<file path="src/sv/sbit_pkg.sv">
// types and constants shared by the swept box impact time block
package sbit_pkg;

   localparam int COORD_W = 24;
   localparam int FRAC_W  = 16;
   localparam int SIZE_W  = COORD_W - 1;
   localparam int EDGE_W  = COORD_W + 1;
   localparam int DIST_W  = COORD_W + 2;
   localparam int MAG_W   = COORD_W + 1;
   localparam int DEN_W   = COORD_W;
   localparam int NUM_W   = MAG_W + FRAC_W;
   localparam int QUO_W   = NUM_W + 2;
   localparam int DIV_LAT = NUM_W + 2;
   localparam int THR_W   = 8;

   localparam logic [THR_W-1:0] THR_RESET = THR_W'(1);

   localparam logic signed [QUO_W-1:0] TIME_MIN = {1'b1, {(QUO_W-1){1'b0}}};
   localparam logic signed [QUO_W-1:0] TIME_MAX = {1'b0, {(QUO_W-1){1'b1}}};
   localparam logic signed [QUO_W-1:0] TIME_ONE = QUO_W'(1) << FRAC_W;

   typedef struct packed {
      logic signed [COORD_W-1:0] body_left;
      logic signed [COORD_W-1:0] body_top;
      logic        [SIZE_W-1:0]  body_width;
      logic        [SIZE_W-1:0]  body_height;
      logic signed [COORD_W-1:0] plat_left;
      logic signed [COORD_W-1:0] plat_top;
      logic        [SIZE_W-1:0]  plat_width;
      logic        [SIZE_W-1:0]  plat_height;
      logic signed [COORD_W-1:0] disp_x;
      logic signed [COORD_W-1:0] disp_y;
   } req_beat_type;

   typedef struct packed {
      logic              hit;
      logic [FRAC_W-1:0] impact_time;
      logic              contact_axis;
   } rsp_beat_type;

endpackage

</file>
<file path="src/sv/sbit_div.sv">
// pipelined floor division of a signed distance scaled by 2^frac by a positive magnitude
module sbit_div (
   input  logic                               clock,
   input  logic                               en,
   input  logic signed [sbit_pkg::DIST_W-1:0] num,
   input  logic        [sbit_pkg::DEN_W-1:0]  den,
   output logic signed [sbit_pkg::QUO_W-1:0]  quo
);

   localparam int NW = sbit_pkg::NUM_W;
   localparam int AW = sbit_pkg::DEN_W;

   logic [AW-1:0] rem_ff [NW+1];
   logic [NW-1:0] nq_ff  [NW+1];
   logic [AW-1:0] den_ff [NW];
   logic          neg_ff [NW+1];

   logic [sbit_pkg::DIST_W-1:0] abs_in;
   logic signed [sbit_pkg::QUO_W-1:0] qx_in;
   logic signed [sbit_pkg::QUO_W-1:0] quo_in;
   logic signed [sbit_pkg::QUO_W-1:0] quo_ff;

   assign abs_in = num[sbit_pkg::DIST_W-1] ? sbit_pkg::DIST_W'(-num)
                                           : sbit_pkg::DIST_W'(num);

   always_ff @(posedge clock) begin
      if (en) begin
         rem_ff[0] <= '0;
         nq_ff[0]  <= {abs_in[sbit_pkg::MAG_W-1:0], {sbit_pkg::FRAC_W{1'b0}}};
         den_ff[0] <= den;
         neg_ff[0] <= num[sbit_pkg::DIST_W-1];
      end
   end

   for (genvar k = 0; k < NW; k++) begin : g_step
      logic [AW:0]   t_in;
      logic [AW:0]   diff_in;
      logic          ge_in;
      assign t_in    = {rem_ff[k], nq_ff[k][NW-1]};
      assign ge_in   = t_in >= {1'b0, den_ff[k]};
      assign diff_in = t_in - {1'b0, den_ff[k]};
      always_ff @(posedge clock) begin
         if (en) begin
            rem_ff[k+1] <= ge_in ? diff_in[AW-1:0] : t_in[AW-1:0];
            nq_ff[k+1]  <= {nq_ff[k][NW-2:0], ge_in};
            neg_ff[k+1] <= neg_ff[k];
         end
      end
      if (k < NW - 1) begin : g_den
         always_ff @(posedge clock) begin
            if (en) begin
               den_ff[k+1] <= den_ff[k];
            end
         end
      end
   end

   assign qx_in  = $signed({2'b00, nq_ff[NW]});
   assign quo_in = neg_ff[NW] ? -(qx_in + sbit_pkg::QUO_W'(rem_ff[NW] != '0)) : qx_in;

   always_ff @(posedge clock) begin
      if (en) begin
         quo_ff <= quo_in;
      end
   end

   assign quo = quo_ff;

endmodule

</file>
<file path="config.mk">
export PLATFORM = sky130hd
export DESIGN_NAME = sbit_div
export DESIGN_NICKNAME = d
export VERILOG_FILES = /design/src/sv/sbit_pkg.sv /design/src/sv/sbit_div.sv
export SDC_FILE = /design/constraint.sdc
export NUM_CORES = 2
export LEC_CHECK = 0
export BUFFER_PORTS_ARGS = -buffer_cell sky130_fd_sc_hd__buf_4
export CAP_MARGIN = 0
export CORE_ASPECT_RATIO = 0.75
export CORE_MARGIN = 4
export CORE_UTILIZATION = 40
export CTS_CLUSTER_SIZE = 40
export DETAILED_ROUTE_END_ITERATION = 16
export GPL_TIMING_DRIVEN = 1
export PLACE_DENSITY_LB_ADDON = 0.15
export SLEW_MARGIN = 30
export SYNTH_ARGS = -nofsm -noshare
export SYNTH_HDL_FRONTEND = slang
export SYNTH_SLANG_ARGS = --single-unit
</file>
<file path="constraint.sdc">
create_clock -name clock -period 4.2 [get_ports clock]
set_input_delay 0.42 -clock clock [delete_from_list [all_inputs] [get_ports clock]]
set_output_delay 0.42 -clock clock [all_outputs]
set_load 0.01 [all_outputs]
</file>
======== Word-level counts from Yosys, hierarchy flattened ========
Memory sizes are Yosys's and may differ from the RTL's.
Cells that the tools add are included.
word-level totals
  memories ................................ 4
  latch bits .............................. 0
  RAM bits ................................ 3756
  output and inout port bits .............. 43
  ROM bits ................................ 0
  flip-flop bits (word level) ............. 43
cells by class
  eq/ne operators ......................... 0
  $mul .................................... 0
  div/mod/pow operators ................... 0
  mux-type cells .......................... 45
  $lt $le $gt $ge ......................... 41
  reductions and logical operators ........ 1
  shift-type cells ........................ 0
  bitwise logic cells ..................... 0
  $add $sub $neg .......................... 44
memory list
  name    words  width  rd ports  clocked after memory_dff  write ports  line            source
  nq_ff   42     41     42        0                         42           sbit_div.sv:14  logic [NW-1:0] nq_ff [NW+1];
  rem_ff  42     24     42        0                         42           sbit_div.sv:13  logic [AW-1:0] rem_ff [NW+1];
  den_ff  41     24     41        0                         41           sbit_div.sv:15  logic [AW-1:0] den_ff [NW];
  neg_ff  42     1      42        0                         42           sbit_div.sv:16  logic neg_ff [NW+1];
operators with widths
  kind                                          number
  greater-or-equal comparator 25 x 24 -> 1 bit  41
  two-way mux 24 bit                            41
  subtractor 24 bit                             41
  negation 42 -> 43 bit                         1
  adder 41 x 1 -> 42 bit                        1
  two-way mux 41 bit                            1
  two-way mux 25 bit                            1
  negation 25 bit                               1
  nonzero test 24 bit                           1
  two-way mux 1 bit                             2

======== Depth between registers and ports, before layout ========
An unclocked memory read counts as a cell.
  depth in word-level cells ............... 5
  mapped depth ............................ 18

======== Least setup slack after synthesis ========
OpenSTA, ideal clock, no wires.
  path kind ............................... reg-to-reg
  start ................................... mem rem_ff[2][235] (netlist bit)
  end ..................................... reg quo_ff (netlist bit quo[35]), data pin
  buffers on the path ..................... 0
  library setup time ...................... 0.274 ns
  clock period less this slack ............ 3.588 ns
  setup slack ............................. 0.612 ns
  stages on the path, launching flop included .. 19
  arrival ................................. 3.314 ns
  required time ........................... 3.926 ns
  path through ............................ edfxtp_1 nor4_1 nand4_1 nor2_1 ha_1 ha_1 inv_1 ha_1 o21bai_1 nand3_1 a221oi_1 o31ai_1 a21oi_1 a21oi_1 o21ai_0 a21oi_1 o31ai_1 xnor2_1 mux2i_1
RTL lines
  element               line            source
  start, declared       sbit_div.sv:13
  end signal, assigned  sbit_div.sv:63  quo_ff <= quo_in;
  end, declared         sbit_div.sv:21  logic signed [sbit_pkg::QUO_W-1:0] quo_ff;

==> results.json <==
{
  "grt_usage_pct": 16.8,
  "final_layout_size_suffix_gt1_share_pct": 11.5,
  "syn_area_um2": 159000,
  "clk_latency_ps": 940,
  "grt_overflow": 0,
  "finalSetupViolations": 0,
  "grt_first_pass_wirelength_um": 548000,
  "grt_pass1_vias": 93500,
  "yosysSeqAreaShare_pct": 61.3,
  "p_sw_mw": 46.3,
  "portBuffers": 94,
  "critical_path.max_fanout": 3,
  "yosysTopAreaCell": "edfxtp_1",
  "synth_compound_area_share_pct": 11.0,
  "clockBufferDepth": 4,
  "vias_per_cell": 5.23,
  "worstPathRequired_ps": 4840,
  "synth_edf_count": 3239,
  "synth_area_per_cell_um2": 12.8,
  "synthSimpleGateAreaFrac_pct": 7.53,
  "clkSinkCount": 3239,
  "cts_buffers": 335,
  "layout_commonest_cell": "edfxtp_1",
  "clock_power_share_pct": 22.6,
  "cap_violations": 0,
  "status": "completed",
  "netSwitchingFraction_pct": 34.5,
  "pwr-share-comb_pct": 40.4,
  "syn_to_final_growth_pct": 13.7,
  "yosys_most_used_dff": "edfxtp_1",
  "io-pin-count": 95,
  "core_um2": 396000,
  "ys_types": 99,
  "synth.area.top_cells": "edfxtp_1, ha_1, inv_1, mux2_2, xnor2_1",
  "htreeDepth": 5,
  "worst_pin_slew_ps": 917,
  "clkSlewWorstSetupHoldPaths_ps": 70,
  "synth_top_family_by_area": "compound AO/OA/AOI/OAI gates",
  "min_period_ps": 4160,
  "p_total_mw": 134,
  "synth_top_area_share_pct": 61.3,
  "wire_per_inst_um": 19.0,
  "fin_setup_tns_ps": 0,
  "drt_pre_antenna_iters": 6,
  "syn_nets": 13500,
  "drt_iter0_drc": 8185,
  "p_int_mw": 87.8,
  "final.setup_skew_ps": 43.2,
  "yosys_warnings": 0,
  "post-place-ws_ps": -903,
  "slew_headroom_pct": 38.9,
  "rows": 200,
  "start_util_pct": 40.1,
  "drv_slew": 0,
  "fillers": 35300,
  "synth_seq_cells": 3239,
  "place.gp.congestion": 0.901,
  "routed_wl_um": 353000,
  "pwr_density_cell_nw_per_um2": 743,
  "power_frac_seq_pct": 37.0,
  "fin_ws_ps": 38.4,
  "synthXorXnorAreaFrac_pct": 4.36,
  "via_count": 96900,
  "layout_common_cells": "edfxtp_1, inv_1, ha_1",
  "final_util_pct": 45.6,
  "nets": 14100,
  "chipHeight_um": 554,
  "ir_drop_uv": 319,
  "drc": 0,
  "fmax_mhz": 240,
  "worstHoldPathType": "input pin to register",
  "synth.area.mux_share_pct": 3.70,
  "synth_fa_ha_area_share_pct": 8.44,
  "end_kind": "register",
  "cts_root_buf": "clkbuf_16",
  "cts_tree": "done",
  "antenna_left": 0,
  "rsz0062_at_grt": "yes",
  "fin_crit_sh_pct": 99.1,
  "syn_inst": 12400,
  "grt_max_degree": 159,
  "hpwl_um": 257000,
  "power_leakage_nw": 71.2,
  "arrival_ps": 4810,
  "die_w_um": 736,
  "start_kind": "register",
  "crit_type": "register to register",
  "antenna_found_initial": 16,
  "async_flop_share_pct": 0,
  "dieArea_um2": 407000,
  "finalHoldViolations": 0
}
## worst paths after layout
path	from	to	slack, ps	cells after the start
worst max-delay path	rem_ff[2][228]	quo[35]	40	22
worst min-delay path	den[10]	den_ff[0][10]	200	2
worst max register to register	rem_ff[2][228]	quo[35]	40	22
worst min register to register	nq_ff[0][610]	nq_ff[0][652]	390	0
## power groups by stage
stage          clock network [mW]  logic [mW]  registers, mW
5_1_grt                      32.9        60.1           50.2
3_5_place_dp                    0        53.1           50.3
2_1_floorplan                   0        39.2           48.2
4_1_cts                      31.5        53.6           49.7
3_3_place_gp                    0        52.1           50.3
6_report                     30.4        54.1           49.6
## synth_stat cells (13+ instances only)
cell type	n
a221oi_1	15
edfxtp_1	3239
fa_1	40
buf_2	61
mux2i_1	56
a21o_1	357
a2111oi_0	31
nor2b_1	153
and4_1	23
or3_1	67
a211o_1	25
o2111ai_1	17
o41ai_1	20
o21bai_1	91
inv_1	1335
nand3_1	155
o31a_1	13
o31ai_1	76
nor4_1	59
a211oi_1	71
a311oi_1	13
a21boi_0	65
ha_1	1007
clkbuf_1	117
or2_2	44
a31o_2	21
nand2b_1	137
nand4_1	131
or4_1	21
o211ai_1	39
o21ai_0	692
mux2_4	27
a31oi_1	92
xor2_1	286
nand2_1	731
mux2_2	435
and2_1	33
a21oi_1	800
o21a_1	134
nor3_1	144
and3_1	78
a41oi_1	13
xnor2_1	504
nor2_1	688
o21ai_1	24
## stage by stage
stage / std cells / cell area (um^2) / hold WS (ps)
finish: 18500 / 181000 / 200
global route: 18500 / 181000 / 163
CTS: 18500 / 180000 / 114
detailed placement: 17800 / 168000 / 405
global placement: 17800 / 168000 / 400
floorplan: 12400 / 159000 / 400
## layer usage
metal | up-vias | routed length, um | GRT usage (%)
li1 | 47000 | - | -
met1 | 47200 | 184000 | 27.0
met4 | 4 | 7090 | 3.69
met5 | - | 26 | 0
met3 | 452 | 20400 | 2.73
met2 | 2296 | 142000 | 23.5
## timing repair
action,CTS,global route
endpoints found under the hold margin,89,0
setup buffers,5,9
resized for setup,27,54
hold buffers,65,0
pin swaps,19,29
endpoints found under the setup margin,26,214
cloned,0,1
## registers in the layout, indices dropped and copies added (netlist names)
name	cells
den_ff	984
rem_ff	984
nq_ff	1186
neg_ff	42
quo	43
## cell families after synthesis
kind of cell | after synthesis
buf+inv | 1532
mux | 519
flops | 3239
compound gates | 2762
simple gates | 2509
xor+xnor | 790
fa+ha+maj | 1047
## area by class of cell
type                            count  area [um^2]  area share [%]
Antenna cell                        3         7.51         0.00416
Clock buffer                      399         8840            4.89
Clock inverter                    204         2230            1.23
Inverter                         1338         5020            2.78
Multi-Input combinational cell   7628        56100            31.1
Sequential cell                  3239        97300            53.9
Tap cell                         5252         6570            3.64
Timing Repair Buffer              471         4460            2.47
## worst max-delay path: stages (launching register included)
cell	delay (ps)
edfxtp_1	420
nor4_4	320
buf_4	150
nand4_1	220
nor2_4	270
buf_6	140
ha_4	130
ha_4	150
inv_2	50
ha_4	160
o21bai_4	160
nand3_4	110
a221oi_4	330
o31ai_4	90
a21oi_2	180
a21oi_2	80
o21ai_1	130
buf_4	150
a21oi_4	70
o31ai_2	200
buf_4	150
xnor2_2	90
mux2i_1	90
Power figures use the tool's default switching activity.
